===== src/hdl/assert_macros.svh =====
// Assertion macros for the RTL. Both sample on clk_i and are held off
// while rst_ni is low.
`ifndef ASSERT_MACROS_SVH
`define ASSERT_MACROS_SVH

// Same-cycle implication.
`define ASSERT_IMPL(name, ante, cons, msg) \
  name: assert property (@(posedge clk_i) disable iff (!rst_ni) (ante) |-> (cons)) \
    else $error(msg);

// Next-cycle implication.
`define ASSERT_NEXT(name, ante, cons, msg) \
  name: assert property (@(posedge clk_i) disable iff (!rst_ni) (ante) |=> (cons)) \
    else $error(msg);

`endif


===== src/hdl/mtws_pkg.sv =====
package mtws_pkg;

  localparam int unsigned SAMPLE_W    = 16;
  localparam int unsigned LEN_W       = 10;
  localparam int unsigned OUT_W       = 26;
  localparam int unsigned MAX_LEN_DEF = 1024;
  localparam int unsigned RES_DEPTH   = 8;

  localparam int unsigned REG_IDX_W = 1;
  localparam logic [REG_IDX_W-1:0] REG_FIRST_LEN  = 1'b0;
  localparam logic [REG_IDX_W-1:0] REG_SECOND_LEN = 1'b1;

  typedef struct packed {
    logic signed [SAMPLE_W-1:0] sample;
    logic                       last;
  } in_t;

  typedef struct packed {
    logic signed [OUT_W-1:0] best_sum;
    logic                    too_short;
  } out_t;

  // Per-sample control that travels down the pipeline with each transaction.
  typedef struct packed {
    logic vld;
    logic last;
    logic fits;
    logic past;
    logic at_total;
  } ctl_t;

endpackage


===== src/hdl/mtws_outq.sv =====
module mtws_outq #(
  parameter int unsigned DEPTH = mtws_pkg::RES_DEPTH
) (
  input  logic           clk_i,
  input  logic           rst_ni,
  input  logic           push_i,
  input  mtws_pkg::out_t data_i,
  output logic           valid_o,
  input  logic           stall_i,
  output mtws_pkg::out_t data_o
);

  localparam int unsigned PW = $clog2(DEPTH);
  localparam int unsigned CW = $clog2(DEPTH + 1);

  mtws_pkg::out_t mem_q [DEPTH];
  logic [PW-1:0]  wr_ptr_q, rd_ptr_q;
  logic [CW-1:0]  cnt_q;
  logic           pop;

  assign valid_o = cnt_q != '0;
  assign data_o  = mem_q[rd_ptr_q];
  assign pop     = valid_o & !stall_i;

  always_ff @(posedge clk_i or negedge rst_ni) begin
    if (!rst_ni) begin
      wr_ptr_q <= '0;
      rd_ptr_q <= '0;
      cnt_q    <= '0;
    end else begin
      if (push_i) begin
        wr_ptr_q <= (32'(wr_ptr_q) == DEPTH - 1) ? '0 : wr_ptr_q + PW'(1);
      end
      if (pop) begin
        rd_ptr_q <= (32'(rd_ptr_q) == DEPTH - 1) ? '0 : rd_ptr_q + PW'(1);
      end
      if (push_i && !pop) begin
        cnt_q <= cnt_q + CW'(1);
      end else if (pop && !push_i) begin
        cnt_q <= cnt_q - CW'(1);
      end
    end
  end

  always_ff @(posedge clk_i) begin
    if (push_i) begin
      mem_q[wr_ptr_q] <= data_i;
    end
  end

endmodule


===== config.mk =====
export PLATFORM = sky130hd
export DESIGN_NAME = mtws_outq
export DESIGN_NICKNAME = d
export VERILOG_FILES = /design/src/hdl/assert_macros.svh /design/src/hdl/mtws_pkg.sv /design/src/hdl/mtws_outq.sv
export SDC_FILE = /design/constraint.sdc
export NUM_CORES = 1
export LEC_CHECK = 0
export CORE_MARGIN = 2
export CORE_UTILIZATION = 63
export DETAILED_ROUTE_END_ITERATION = 16
export DONT_BUFFER_PORTS = 1
export PLACE_DENSITY = 0.79
export SYNTH_ARGS = -nofsm -noshare
export SYNTH_HDL_FRONTEND = slang
export SYNTH_SLANG_ARGS = --single-unit
export TNS_END_PERCENT = 100

===== constraint.sdc =====
create_clock -name clk_i -period 4.3 [get_ports clk_i]
set_clock_uncertainty 0.2 [all_clocks]
set_input_delay 0.43 -clock clk_i [delete_from_list [all_inputs] [get_ports clk_i]]
set_output_delay 0.43 -clock clk_i [all_outputs]
set_load 0.01 [all_outputs]

* Word level (Yosys, flattened, before mapping)
Memory sizes are Yosys's and may differ from the RTL's. Cells that the tools add are included.
Word-level totals: input port bits 31, register bits 10, bits in writable memories 216, memories kept 1
Memory list:
- mem_q | depth 8, width 27, read ports 1, clocked after memory_dff 0, write ports 1, RTL line mtws_outq.sv:16 | mtws_pkg::out_t mem_q [DEPTH];
Operators by class: reduce and logical (&&, ||, !) cells 7, bitwise gates (word level) 1, mux-type cells 6, add/sub/neg operators 4, eq/ne operators 2
Operators by type and width (count):
- two-way mux 4 bit | 2
- adder 3 x 1 -> 3 bit (second input constant) | 2
- equality test 3 bit (second input constant) | 2
- two-way mux 3 bit | 2
- adder 4 x 1 -> 4 bit (second input constant) | 1
- nonzero test 4 bit | 1
- subtractor 4 x 1 -> 4 bit (second input constant) | 1
- zero test 1 bit | 3
- logical AND 1 bit | 2
- two-way mux 1 bit | 2
- nonzero test 2 bit | 1
- AND 1 bit | 1

* Logic depth before layout (Yosys ltp)
depth after elaboration 5, gate-level depth with buffers 9, depth with buffers taken out 9

* Worst setup path after synthesis
Ideal clock, no wire load.
path type flip-flop to flip-flop, from reg wr_ptr_q[2], to mem mem_q[0][0] (netlist bit) (enable), stages on the path, launching flop included 3, path buffers 0, library setup time 0.445 ns, data arrival time 2.445 ns, setup slack 1.210 ns, cell sequence dfrtp_1 nand2b_1 nor3_1
RTL lines:
- start, declared | RTL line mtws_outq.sv:17 | logic [PW-1:0] wr_ptr_q, rd_ptr_q;
- start signal, assigned | RTL line mtws_outq.sv:32 | wr_ptr_q <= (32'(wr_ptr_q) == DEPTH - 1) ? '0 : wr_ptr_q + PW'(1);
- end, declared | RTL line mtws_outq.sv:16
Straight into the memory's write port.

==> out/summary.json <==
{
  "num_vias": 3826,
  "wirelength_mm": 15.5,
  "hold_path.startpoint": "stall_i",
  "cp_max_fo": 34,
  "cts_setup_buffers": 0,
  "buffer_depth_of_the_longest_clock_path": 3,
  "core_area_um2": 13700,
  "worst_hold_path.num_cells": 2,
  "route.detailed.drc": 0,
  "yosysWarningCount": 0,
  "drt-pass1-iter-count": 4,
  "total_leakage_power_uw": 0.00321,
  "antenna-diode-count": 0,
  "p_comb_frac": 0.260,
  "maximum_number_of_pins_on_one_net_before_global_route_repair": 35,
  "commonest_non_fill_non_tap_cell_in_the_layout": "sky130_fd_sc_hd__edfxtp_1",
  "die_height_um": 122,
  "finish_stage_setup_viols": 0,
  "synth_nets": 418,
  "critical_path.endpoint_type": "output pin",
  "floorplan.io_pins": 59,
  "cts-buffers-inserted": 23,
  "worst_slew_margin_rel": 0.319,
  "htreeDepth": 1,
  "grt.met1_usage": 0.311,
  "post_synth_num_cell_types": 28,
  "critical_path.reg2reg.endpoint": "cnt_q[3]",
  "result_of_the_run": "completed",
  "final_max_slew_viol_count": 0,
  "place.detailed.hpwl_mm": 8.21,
  "finalHoldViolCount": 0,
  "grt_first_pass_wirelength_mm": 23.9,
  "power_switching_uw": 1910,
  "path_cells": "buf_4, mux4_2, mux2_2",
  "synth.ff_latch_count": 226,
  "stage_delay_of_the_slowest_cell_on_the_critical_path_ps": 850,
  "synthFlopType": "sky130_fd_sc_hd__edfxtp_1",
  "critical_path.startpoint_type": "flop",
  "grt_setup_unrepaired": "no",
  "critical_path_required_ps": 3670,
  "synthesis.area_um2": 8770,
  "fmaxAchievable_mhz": 303,
  "internal_power_uw": 4690,
  "pre_cts_ws_ps": 1330,
  "post-route-min-period_ps": 3300,
  "clk_latency_ps": 500,
  "worst_hold_path_type": "in -> reg",
  "area_growth_pct": 14.1,
  "detail_route.iter0.violations": 354,
  "cts_root_buffer": "sky130_fd_sc_hd__clkbuf_16",
  "seq_power_share": 0.463,
  "route.detailed.wl_per_inst_um": 24.8,
  "antenna_violating_nets_post_route": 0,
  "r2r-start": "cnt_q[0]",
  "die_area_um2": 14900,
  "layout_worst_path_cycle_share": 0.768,
  "sw_frac_of_total": 0.289,
  "post_synth.cell_area_avg_um2": 23.1,
  "postLayoutSetupSlackWorst_ps": 996,
  "groute.layer.met2.usage": 0.350,
  "first_global_vias": 4081,
  "power.ir.vdd_worst_uv": 643,
  "timing.max_cap.violations": 0,
  "clock_tree_from_tritoncts": "done",
  "io_buffer_count": 0,
  "synth_edf_count": 216,
  "drt-vias-per-instance": 6.14,
  "worstPathArrival_ps": 2670,
  "synth-seq-area-share": 0.768,
  "setup_tns_ps": 0,
  "dieWidth_um": 122,
  "use_met3": 0.0506,
  "initial_utilization": 0.639,
  "pwr_density_cell_nw_per_um2": 659,
  "synth_async_sr_flop_share": 0.0442,
  "initial_antenna_violation_count": 0,
  "r2r_cells": 9,
  "grt.overflow.total": 0,
  "share_of_post_route_cells_with_drive_strength_above_1": 0.298,
  "critical-path-slowest-cell": "sky130_fd_sc_hd__dfrtp_4",
  "rows": 43,
  "criticalPathCategory": "reg -> out",
  "clk_transition_reported_paths_ps": 60,
  "min_to": "rd_ptr_q[2]",
  "postSynthCellCount": 379,
  "final_core_util": 0.730,
  "power.share.clock": 0.277,
  "globalplace.congestion": 0.734,
  "tightest_pin_transition_ps": 1020,
  "grt.busiest_layer": "met2",
  "mostFrequentLayoutCells": "216 x sky130_fd_sc_hd__edfxtp_1, 51 x sky130_fd_sc_hd__mux4_2, 30 x sky130_fd_sc_hd__mux2_2, 30 x sky130_fd_sc_hd__dlygate4sd3_1, 23 x sky130_fd_sc_hd__clkbuf_16",
  "grtUsageTotal": 0.218,
  "numClockSinks": 226,
  "nNetsFinal": 465,
  "register_to_register_setup_slack_ps": 1310
}
area by class of cell:
| cell class | count | area (µm²) |
|---|---|---|
| clock buffers | 28 | 594 |
| flip-flops and latches | 226 | 6740 |
| inverters | 5 | 18.8 |
| well taps | 180 | 225 |
| repair buffers | 38 | 360 |
| clock inverters | 14 | 98.8 |
| fillers | 760 | 3710 |
| multi-input cells | 132 | 1970 |
metal layers:
metal  part of all wire  vias up
met5                  0        -
met4              0.019        0
met3              0.064       27
met2               0.50      126
met1               0.41     1981
li1                   -     1692
registers in the layout, summed over array words and instances (netlist names):
register	count
mem_q	216
wr_ptr_q	3
cnt_q	4
rd_ptr_q	3
what timing repair did:
| action | in CTS | in global routing |
|---|---|---|
| gates resized for setup | 0 | 0 |
| endpoints found under the hold margin | 230 | 0 |
| hold buffers | 30 | 0 |
critical path: cells and delay by family (launching register included):
| kind | cells | cell delay, ps |
|---|---|---|
| flip-flops | 1 | 850 |
| multiplexers | 2 | 880 |
| buffers and inverters | 1 | 410 |
worst max path at each step:
stage / startpoint / end / slack [ps] / depth (start not counted)
after floorplan: wr_ptr_q[2] / mem_q[0][0] / 1210 / 2
after global placement: cnt_q[0] / cnt_q[3] / 1500 / 9
after detailed placement: cnt_q[0] / cnt_q[3] / 1330 / 9
after CTS: rd_ptr_q[0] / data_o[20] / 930 / 3
after global routing: rd_ptr_q[0] / data_o[20] / 850 / 3
final: rd_ptr_q[0] / data_o[20] / 1000 / 3
cells by family (layout without fill, tap and decap cells):
| group | count (synthesis) | in the layout | synth area share |
|---|---|---|---|
| and+or+nand+nor | 26 | 26 | 0.0150 |
| DFF | 226 | 226 | 0.768 |
| muxes | 87 | 87 | 0.182 |
| adders and majority gates | 8 | 8 | 0.0123 |
| AOI/OAI and AO/OA | 9 | 9 | 0.00685 |
| buffers and inverters | 21 | 85 | 0.0137 |
| xor gates and xnor gates | 2 | 2 | 0.00200 |
power by group through the flow:
| stage | clock network (µW) | registers (µW) | logic (µW) |
|---|---|---|---|
| 6_report | 1820 | 3050 | 1710 |
| 5_1_grt | 1940 | 3100 | 1840 |
| 4_1_cts | 1850 | 3060 | 1750 |
| 3_5_place_dp | 0 | 3100 | 1680 |
| 3_3_place_gp | 0 | 3080 | 1640 |
| 2_1_floorplan | 0 | 2900 | 1490 |
synthesized netlist by cell type (all sizes together) (3+ instances only):
| cell | count | area share |
|---|---|---|
| edfxtp | 216 | 0.74 |
| mux4 | 54 | 0.14 |
| mux2 | 32 | 0.041 |
| dfrtp | 10 | 0.029 |
| nor2 | 9 | 0.0039 |
| buf | 8 | 0.0081 |
| clkbuf | 8 | 0.0034 |
| ha | 7 | 0.010 |
| inv | 5 | 0.0021 |
| nand2 | 5 | 0.0021 |
| nor3 | 3 | 0.0017 |
| o21ai | 3 | 0.0017 |
metrics by stage:
stage	instance area (µm²)	total power [µW]	hold WS, ps	instances
2_1_floorplan	8770	4390	-65.6	379
3_3_place_gp	9010	4720	-65.3	551
3_5_place_dp	9010	4780	-65.3	551
4_1_cts	10000	6660	14.9	623
5_1_grt	10000	6880	17.4	623
6_report	10000	6590	25.8	623
Power figures use the tool's default switching activity.
