<file path="config.mk">
export PLATFORM = sky130hd
export DESIGN_NAME = mtws_best
export DESIGN_NICKNAME = d
export VERILOG_FILES = /design/src/hdl/assert_macros.svh /design/src/hdl/mtws_pkg.sv /design/src/hdl/mtws_best.sv
export SDC_FILE = /design/constraint.sdc
export NUM_CORES = 1
export LEC_CHECK = 0
export BUFFER_PORTS_ARGS = -buffer_cell sky130_fd_sc_hd__buf_4
export CORE_ASPECT_RATIO = 1.25
export CORE_MARGIN = 3
export CORE_UTILIZATION = 40
export CTS_CLUSTER_DIAMETER = 60
export DETAILED_ROUTE_END_ITERATION = 10
export GPL_TIMING_DRIVEN = 0
export PLACE_DENSITY_LB_ADDON = 0.1
export SLEW_MARGIN = 0
export SYNTH_ARGS = -nofsm -noshare
export SYNTH_HDL_FRONTEND = slang
export SYNTH_SLANG_ARGS = --single-unit
</file>
<file path="constraint.sdc">
create_clock -name clk_i -period 5.5 [get_ports clk_i]
set_clock_uncertainty 0.05 [all_clocks]
set_input_delay 0.825 -clock clk_i [delete_from_list [all_inputs] [get_ports clk_i]]
set_output_delay 0.825 -clock clk_i [all_outputs]
set_load 0.01 [all_outputs]
</file>
<file path="src/hdl/assert_macros.svh">
// Assertion macros for the RTL. Both sample on clk_i and are held off
// while rst_ni is low.
`ifndef ASSERT_MACROS_SVH
`define ASSERT_MACROS_SVH

// Same-cycle implication.
`define ASSERT_IMPL(name, ante, cons, msg) \
  name: assert property (@(posedge clk_i) disable iff (!rst_ni) (ante) |-> (cons)) \
    else $error(msg);

// Next-cycle implication.
`define ASSERT_NEXT(name, ante, cons, msg) \
  name: assert property (@(posedge clk_i) disable iff (!rst_ni) (ante) |=> (cons)) \
    else $error(msg);

`endif

</file>
<file path="src/hdl/mtws_pkg.sv">
package mtws_pkg;

  localparam int unsigned SAMPLE_W    = 16;
  localparam int unsigned LEN_W       = 10;
  localparam int unsigned OUT_W       = 26;
  localparam int unsigned MAX_LEN_DEF = 1024;
  localparam int unsigned RES_DEPTH   = 8;

  localparam int unsigned REG_IDX_W = 1;
  localparam logic [REG_IDX_W-1:0] REG_FIRST_LEN  = 1'b0;
  localparam logic [REG_IDX_W-1:0] REG_SECOND_LEN = 1'b1;

  typedef struct packed {
    logic signed [SAMPLE_W-1:0] sample;
    logic                       last;
  } in_t;

  typedef struct packed {
    logic signed [OUT_W-1:0] best_sum;
    logic                    too_short;
  } out_t;

  // Per-sample control that travels down the pipeline with each transaction.
  typedef struct packed {
    logic vld;
    logic last;
    logic fits;
    logic past;
    logic at_total;
  } ctl_t;

endpackage

</file>
<file path="src/hdl/mtws_best.sv">
module mtws_best #(
  parameter int unsigned SUM_W = mtws_pkg::SAMPLE_W + $clog2(mtws_pkg::MAX_LEN_DEF)
) (
  input  logic                    clk_i,
  input  logic                    rst_ni,
  input  mtws_pkg::ctl_t          ctl_i,
  input  logic signed [SUM_W-1:0] fs_now_i,
  input  logic signed [SUM_W-1:0] ss_now_i,
  input  logic signed [SUM_W-1:0] fs_lag_i,
  input  logic signed [SUM_W-1:0] ss_lag_i,
  output logic                    res_vld_o,
  output mtws_pkg::out_t          res_o
);

  localparam int unsigned TOT_W = SUM_W + 1;

  logic                    upd3, upd5, short5;
  logic signed [SUM_W-1:0] bf_q, bs_q, bf_d, bs_d;
  mtws_pkg::ctl_t          ctl3_q, ctl4_q;
  logic signed [SUM_W-1:0] bf3_q, bs3_q, fs3_q, ss3_q;
  logic signed [TOT_W-1:0] c1, c2, c4_q, bt_q, bt_d;

  // Stage 3: running maxima of the earlier windows.
  always_comb begin
    upd3 = ctl_i.vld & ctl_i.fits & ctl_i.past;
    bf_d = bf_q;
    bs_d = bs_q;
    if (upd3) begin
      if (ctl_i.at_total) begin
        bf_d = fs_lag_i;
        bs_d = ss_lag_i;
      end else begin
        if (fs_lag_i > bf_q) bf_d = fs_lag_i;
        if (ss_lag_i > bs_q) bs_d = ss_lag_i;
      end
    end
  end

  // Stage 4: best pairing in either order.
  always_comb begin
    c1 = TOT_W'(bf3_q) + TOT_W'(ss3_q);
    c2 = TOT_W'(bs3_q) + TOT_W'(fs3_q);
  end

  // Stage 5: overall best and the result on the last sample.
  always_comb begin
    upd5   = ctl4_q.vld & ctl4_q.fits & ctl4_q.past;
    short5 = !ctl4_q.fits | !ctl4_q.past;
    bt_d   = bt_q;
    if (upd5 && (ctl4_q.at_total || c4_q > bt_q)) bt_d = c4_q;
    res_vld_o       = ctl4_q.vld & ctl4_q.last;
    res_o.too_short = short5;
    res_o.best_sum  = short5 ? '0 : mtws_pkg::OUT_W'(bt_d);
  end

  always_ff @(posedge clk_i or negedge rst_ni) begin
    if (!rst_ni) begin
      bf_q   <= '0;
      bs_q   <= '0;
      bt_q   <= '0;
      ctl3_q <= '0;
      ctl4_q <= '0;
    end else begin
      ctl3_q <= ctl_i;
      ctl4_q <= ctl3_q;
      if (ctl_i.vld) begin
        bf_q <= ctl_i.last ? '0 : bf_d;
        bs_q <= ctl_i.last ? '0 : bs_d;
      end
      if (ctl4_q.vld) begin
        bt_q <= ctl4_q.last ? '0 : bt_d;
      end
    end
  end

  always_ff @(posedge clk_i) begin
    bf3_q <= bf_d;
    bs3_q <= bs_d;
    fs3_q <= fs_now_i;
    ss3_q <= ss_now_i;
    c4_q  <= (c1 > c2) ? c1 : c2;
  end

endmodule

</file>
Word level (Yosys, flattened, before mapping) --
Index checks and enable logic that the tools add are counted. W data, S select, Z words.
Cells by class: muxes and demuxes 12, $lt $le $gt $ge 4, reduce and logical (&&, ||, !) cells 6, $add $sub $neg 2, bitwise gates (word level) 6
Operator list (number):
- $mux W26 | 9
- $mux W27 | 3
- $add A26 B26 Y27 | 2
- $gt A27 B27 Y1 | 2
- $gt A26 B26 Y1 | 2
- $and A1 B1 Y1 | 5
- $logic_not A1 Y1 | 2
- $reduce_and A2 Y1 | 1
- $reduce_bool A2 Y1 | 1
- $logic_and A1 B1 Y1 | 1
- $logic_or A1 B1 Y1 | 1
- $or A1 B1 Y1 | 1
Word-level totals: input bits 111, output and inout port bits 28, bits in registers 220

Longest topological paths before layout --
Gate-level depths: netlist (run 1).
word-level depth 5, depth in mapped cells 22, depth with buffers taken out 20

Worst setup path after synthesis (run 1) --
No wires, ideal clock.
path kind register -> register, start point register bf3_q[0], end point register c4_q[26], slack 1053 ps, setup time 72 ps, data required time 5378 ps, cell stages (with the launch flop) 21, arrival time 4325 ps, cell sequence dfxtp_1 > ha_1 > inv_1 > fa_1 > nor2b_1 > o31a_1 > o311a_1 > o31ai_1 > a31oi_1 > a21boi_0 > xor2_1 > inv_1 > ha_1 > nand3_1 > nor4_1 > nand4_1 > o41ai_1 > a21oi_1 > nor2_1 > buf_2 > mux2i_1
Between the ends: cells in the longest elaborated chain, start to end 3
RTL lines:
- from (decl) | line mtws_best.sv:20 | logic signed [SUM_W-1:0] bf3_q, bs3_q, fs3_q, ss3_q;
- from (signal assigned) | line mtws_best.sv:77 | bf3_q <= bf_d;
- $add A26 B26 Y27 (*) | line mtws_best.sv:41 | c1 = TOT_W'(bf3_q) + TOT_W'(ss3_q);
- $gt A27 B27 Y1 | line mtws_best.sv:81 | c4_q <= (c1 > c2) ? c1 : c2;
- $mux W27 (*) | line mtws_best.sv:81
- to (signal assigned) | line mtws_best.sv:81
- to (decl) | line mtws_best.sv:21 | logic signed [TOT_W-1:0] c1, c2, c4_q, bt_q, bt_d;
Mark *: on every way between the ends. The rest lies on a longest branch, timed or not. A chain may end at the register's enable or synchronous reset.

Final worst setup path (run 1) --
start point register ss3_q[0], end point register c4_q[18]
Between the ends: cells in the longest elaborated chain, start to end 3
RTL lines:
- from (decl) | line mtws_best.sv:20
- from (signal assigned) | line mtws_best.sv:80 | ss3_q <= ss_now_i;
- $add A26 B26 Y27 (*) | line mtws_best.sv:41
- $gt A27 B27 Y1 | line mtws_best.sv:81
- $mux W27 (*) | line mtws_best.sv:81
Marks and branches as above.

==> results.ini, run 1 <==
[floorplan]
start_util_pct = 40.8
die_y_um = 208
die_x_um = 168
ios = 139
die-area_mm2 = 0.0348
num_rows = 73
coreArea_mm2 = 0.0320

[clock_tree]
tritoncts = built
clk_path_buf_depth = 3
numCtsBuffers = 26
postCtsHoldBufs = 0
clk_pin_slew_ns = 0.06
clock_latency_ns = 0.54
clock_sinks = 220
htree_levels = 1
clock-root-buffer = clkbuf_16

[yosys]
synth_area_leaders = dfxtp_1 20%, dfrtp_1 17%, ha_1 15%
yosys_most_used_dff = dfxtp_1
syn_inst = 1334
yosys_warnings = 0
yosys.area.top_type_share_pct = 20.1
ys_types = 67
avgSynthCellArea_um2 = 9.78
seq_area_frac_synth_pct = 37.2
syn-cell-area_mm2 = 0.0130
ys_async_sr_fraction_pct = 40.5
ys_ff_latch = 220
synth_edf_count = 0
synth_top_cell_by_area = dfxtp_1
synthesis.nets = 1605

[sta]
slew_headroom_pct = 9.44
period_needed_ns = 5.31
hold_viol = 0
min_period_over_period_pct = 96.6
setup_slack_ns = 0.186
clock.fmax_ghz = 0.188
tns_ns = 0
setup_violations = 0
slew_viol_final = 0
worst_pin_slew_ns = 1.34

[worst_setup_path]
worst-path-max-fanout = 10
critPathCaptureType = flop
rrSetupSlack_ns = 0.19
r2r_start = ss3_q[0]
critPathKind = reg2reg
worstRegToRegCells = 22
r2r-end = c4_q[18]
crit_arrival_ns = 5.70
critical_path.startpoint = ss3_q[0]
cp-start-kind = flop
required_ns = 5.89

[cells_and_area]
utilization_pct = 49.0
fillCellCount = 3116
nets = 1774
final_cells = 1935
drive_gt1_share_pct = 19.0
diodes = 0
syn2layout_area_growth_pct = 20.1

[pwr]
ir_drop_mv = 0.274
power_w = 0.00590
power_leakage_nw = 7.20
power_density_mw_per_mm2 = 376

[placed_design]
globalplace.congestion = 0.925
placed_cells = 1884
place_ws_ns = -0.380
port_buffers = 138
hpwlAfterDp_um = 28000

[detailed_routing]
wl_per_cell_um = 18.8
drt_first_pass_iters = 5
drtIter0Drc = 639
wirelength_um = 36400
via_per_inst = 5.52
antenna_left = 0
vias = 10681
drc = 0

[global_route]
grt_pass1_vias = 10757
grtUsageTotal_pct = 20.3
grt_max_degree = 90
antenna_found_initial = 0
grt_overflow = 0
grt_pass1_wl_um = 57600

[min_path]
hold_class = in2async

[run]
cap_violations = 0

[outcome]
status = finished clean

==> worst max-delay path, stage by stage, from the launching register on <==
cell,delay [ns]
dfxtp_1,0.33
ha_1,0.21
inv_1,0.07
fa_1,0.20
nor2b_1,0.06
o31a_1,0.27
o311a_1,0.38
o31ai_4,0.28
a31oi_2,0.22
a31oi_1,0.31
xor2_2,0.28
inv_1,0.07
ha_1,0.30
nand4_1,0.20
nor4_4,0.27
nand4_1,0.21
a21oi_1,0.15
o21ai_1,0.16
and3_1,0.22
buf_2,0.15
nor2_2,0.26
buf_6,0.22
mux2i_1,0.29
==> metal layers <==
metal,vias up,track usage (%),part of all wire [%]
met5,-,0,0
met4,0,6.32,2.8
met3,50,2.38,3.8
met2,235,35.2,49
met1,5052,26.5,44
li1,5344,-,-
==> final cells by class <==
class | instances | area [µm²] | area share (%)
multi-input combinational | 947 | 7600 | 48.5
sequential | 220 | 4850 | 30.9
timing repair buffer | 141 | 1080 | 6.91
clock buffer | 30 | 728 | 4.65
tap | 412 | 515 | 3.29
inverter | 116 | 435 | 2.78
buffer | 51 | 251 | 1.60
clock inverter | 18 | 215 | 1.37
==> how the worst max path moves through the flow <==
stage,end,slack [ns],cells after the start
floorplan,c4_q[26],1.05,20
global route,c4_q[18],-0.02,22
detailed placement,c4_q[18],-0.38,20
global placement,c4_q[18],-0.40,20
CTS,c4_q[18],0.01,22
finish,c4_q[18],0.19,22
==> cell usage after synthesis (all sizes together) (15+ instances only) <==
library cell / n
mux2: 54
clkbuf: 22
ha: 158
a21o: 76
nor2: 35
nand3: 31
o21a: 15
o21ai: 55
buf: 29
dfxtp: 131
a21oi: 62
dfrtp: 89
nor2b: 16
nor3: 25
a32o: 41
nand4: 54
xor2: 17
a211oi: 16
o31ai: 32
and3: 15
inv: 116
nand2b: 18
nand2: 57
xnor2: 21
o2bb2ai: 27
==> per-stage QoR <==
step | instance area, µm² | hold WS, ns
2_1_floorplan | 13000 | 0.281
3_3_place_gp | 14600 | 0.286
3_5_place_dp | 14600 | 0.292
4_1_cts | 15600 | 0.303
5_1_grt | 15700 | 0.144
6_report | 15700 | 0.126
==> cell usage in the layout, fill, tap and decap left out, types with 10 or more instances in the layout <==
cell,netlist,routed
o21ai_0,54,51
xor2_1,17,16
o2bb2ai_1,27,27
a21o_1,76,76
nor3_1,23,23
dfxtp_1,131,131
clkbuf_1,22,21
a21oi_1,62,61
nor2_1,35,34
buf_4,1,140
o311ai_0,10,10
o21a_1,15,15
mux2i_1,11,11
nor2b_1,16,16
nand2b_1,18,18
mux2_2,52,52
a211oi_1,16,15
xnor2_1,21,21
a32o_1,41,41
nand4_1,54,54
inv_1,116,116
nand2_1,57,57
and3_1,15,15
clkbuf_16,0,28
nor3b_1,11,11
nand3_1,31,31
buf_2,21,20
o31ai_1,30,29
ha_1,158,158
dfrtp_1,89,89
==> flip-flops by register name, summed over array words and instances, names as in the netlist <==
signal / cells
bt_q: 27
c4_q: 27
bf3_q: 26
bf_q: 26
bs3_q: 26
bs_q: 26
fs3_q: 26
ss3_q: 26
ctl3_q: 5
ctl4_q: 5
==> power by group <==
group	internal [W]	switching (W)	total, W
Sequential	0.00185	0.000185	0.00203
Combinational	0.000876	0.00115	0.00203
Clock	0.00111	0.000734	0.00184
==> cell families after synthesis <==
group           after synthesis  synth area share, %
fa+ha+maj                   160                 15.5
mux                          65                 5.50
simple gates                295                 12.3
compound gates              389                 21.8
buf+inv                     167                 5.21
flops                       220                 37.2
xor+xnor                     38                 2.55
==> repair_timing <==
item / CTS / global route
pin swaps: 1 / 0
gates resized for setup: 9 / 11
endpoints found under the hold margin: 0 / 0
buffers inserted: 2 / 0
endpoints found under the setup margin: 23 / 26
Note: power is estimated with default switching activity, not from simulation.
==> run 2: changes to the inputs <==
--- a/config.mk
+++ b/config.mk
@@ -6,7 +6,7 @@
 export NUM_CORES = 1
 export LEC_CHECK = 0
 export BUFFER_PORTS_ARGS = -buffer_cell sky130_fd_sc_hd__buf_4
-export CORE_ASPECT_RATIO = 1.25
+export CORE_ASPECT_RATIO = 1.2
 export CORE_MARGIN = 3
 export CORE_UTILIZATION = 40
 export CTS_CLUSTER_DIAMETER = 60
==> constraint.sdc (replaced) <==
create_clock -name clk_i -period 5.5 [get_ports clk_i]
set_clock_uncertainty 0.05 [all_clocks]
set_input_delay 0.825 -clock clk_i [delete_from_list [all_inputs] [get_ports clk_i]]
set_output_delay 0.825 -clock clk_i [all_outputs]
set_load 0.005 [all_outputs]
==> run 2 against run 1 <==
Utilization rose by 0.23 points; sequential share of layout area rose by 0.099 points; critical path depth did not move; non-clock buffer count did not move; cell area fell by 0.32%; sequential cell count did not move; clock power fell by 4%; first-iteration DRC count fell by 3.1%; via count rose by 0.42%; maximum frequency rose by 1.1%; largest cell class unchanged.
==> results.ini, run 2 (synthesis gave the netlist of run 1 again) <==
[outcome]
status = finished clean

[pwr]
ir_drop_mv = 0.238
power_w = 0.00580
power_density_mw_per_mm2 = 371
power_leakage_nw = 7.19

[clock_tree]
tritoncts = built
numCtsBuffers = 27
clock-root-buffer = clkbuf_16
clk_pin_slew_ns = 0.06
htree_levels = 1
clock_latency_ns = 0.53
clock_sinks = 220
clk_path_buf_depth = 3

[floorplan]
coreArea_mm2 = 0.0317
ios = 139
start_util_pct = 41.1
die-area_mm2 = 0.0348
die_x_um = 171
die_y_um = 204
num_rows = 71

[global_route]
grt_max_degree = 90
grtUsageTotal_pct = 20.4
grt_overflow = 0
grt_pass1_wl_um = 57200
antenna_found_initial = 0
grt_pass1_vias = 10665

[placed_design]
globalplace.congestion = 0.894
port_buffers = 138
hpwlAfterDp_um = 27800

[detailed_routing]
via_per_inst = 5.57
wirelength_um = 35700
vias = 10726
antenna_left = 0
drc = 0
drt_first_pass_iters = 5
drtIter0Drc = 619
wl_per_cell_um = 18.6

[cells_and_area]
diodes = 0
layout_commonest_cell = ha_1
top_regs = bt_q (27), c4_q (27)
fillCellCount = 3042
syn2layout_area_growth_pct = 19.8
drive_gt1_share_pct = 18.9
most-common-layout-cells = 158 x ha_1, 139 x buf_4, 131 x dfxtp_1
nets = 1775

[worst_setup_path]
worst-path-max-fanout = 10
crit_arrival_ns = 5.60
required_ns = 5.85
r2r_start = ss3_q[0]
cp-start-kind = flop
r2r-end = c4_q[10]
worstRegToRegCells = 22
rrSetupSlack_ns = 0.24
critPathKind = reg2reg
critPathCaptureType = flop

[sta]
worst_pin_slew_ns = 1.22
slew_headroom_pct = 17.5
slew_viol_final = 0
hold_viol = 0
clock.fmax_ghz = 0.190
rsz0062_at_grt = false
period_needed_ns = 5.26
min_period_over_period_pct = 95.6
setup_violations = 0
worst_hold_slack_ns = 0.297

[min_path]
hp-start = ctl3_q[2]
hold_class = reg2reg
whs_endpoint = ctl4_q[2]
min_path_cells = 0

[run]
cap_violations = 0

[run 2: layout make-up]
cell class | count | area, µm² | area share (%)
Tap cell | 401 | 502 | 3.21
Timing Repair Buffer | 141 | 1080 | 6.94
Clock buffer | 37 | 785 | 5.02
Sequential cell | 220 | 4850 | 31.0
Buffer | 51 | 253 | 1.62
Clock inverter | 12 | 113 | 0.721
Inverter | 116 | 435 | 2.79
Multi-Input combinational cell | 947 | 7600 | 48.7
[run 2: critical path, cell delays in order (launching register included)]
cell,delay (ns)
dfxtp_1,0.32
ha_1,0.21
inv_1,0.07
fa_1,0.20
nor2b_1,0.07
o31a_1,0.28
o311a_1,0.36
o31ai_2,0.33
a31oi_2,0.24
a31oi_2,0.27
xor2_2,0.28
inv_1,0.08
ha_1,0.31
a21o_1,0.16
a21o_1,0.17
a211oi_1,0.26
o21ai_0,0.15
a211oi_2,0.32
and3_1,0.20
buf_2,0.18
nor2_4,0.08
buf_6,0.17
o31ai_1,0.35
[run 2: timing repair]
item / in CTS / in global routing
hold endpoints to repair: 0 / 1
endpoints found under the setup margin: 24 / 26
hold buffers: 0 / 1
pin swaps: 1 / 1
resized for setup: 7 / 15
setup buffers: 1 / 0
[run 2: worst max-delay path by stage]
stage                     slack (ns)  cells after the start        to     start
after global placement         -0.31                     20  c4_q[26]  ss3_q[0]
after global routing            0.02                     22  c4_q[10]  ss3_q[0]
after floorplan                 1.05                     20  c4_q[26]  bf3_q[0]
after CTS                      0.007                     20  c4_q[26]  ss3_q[0]
final                           0.24                     22  c4_q[10]  ss3_q[0]
after detailed placement       -0.36                     20  c4_q[26]  ss3_q[0]
[run 2: power breakdown]
part | leakage, nW | internal [W] | switching, W
Combinational | 4.45 | 0.000875 | 0.00113
Clock | 0.448 | 0.00105 | 0.000709
Sequential | 2.29 | 0.00185 | 0.000190
Total | 7.19 | 0.00377 | 0.00203
[run 2: through the flow]
step	area, µm²	worst slack, ns	util, %	TNS [ns]	std cells
floorplan	13000	1.05	-	0	1334
finish	15600	0.242	49.3	0	1925
global route	15600	0.0210	49.3	0	1925
global placement	14600	-0.308	46.0	-3.02	1873
detailed placement	14600	-0.358	46.0	-3.63	1873
CTS	15500	0.00714	48.9	0	1923
[run 2: metal layers]
layer  GRT usage [%]  part of all wire (%)  vias to the layer above
met5               0                     0                        -
met4            5.41                   2.5                        0
met3            2.26                   4.2                       51
met2            33.9                    47                      247
met1            28.2                    46                     5101
li1                -                     -                     5327
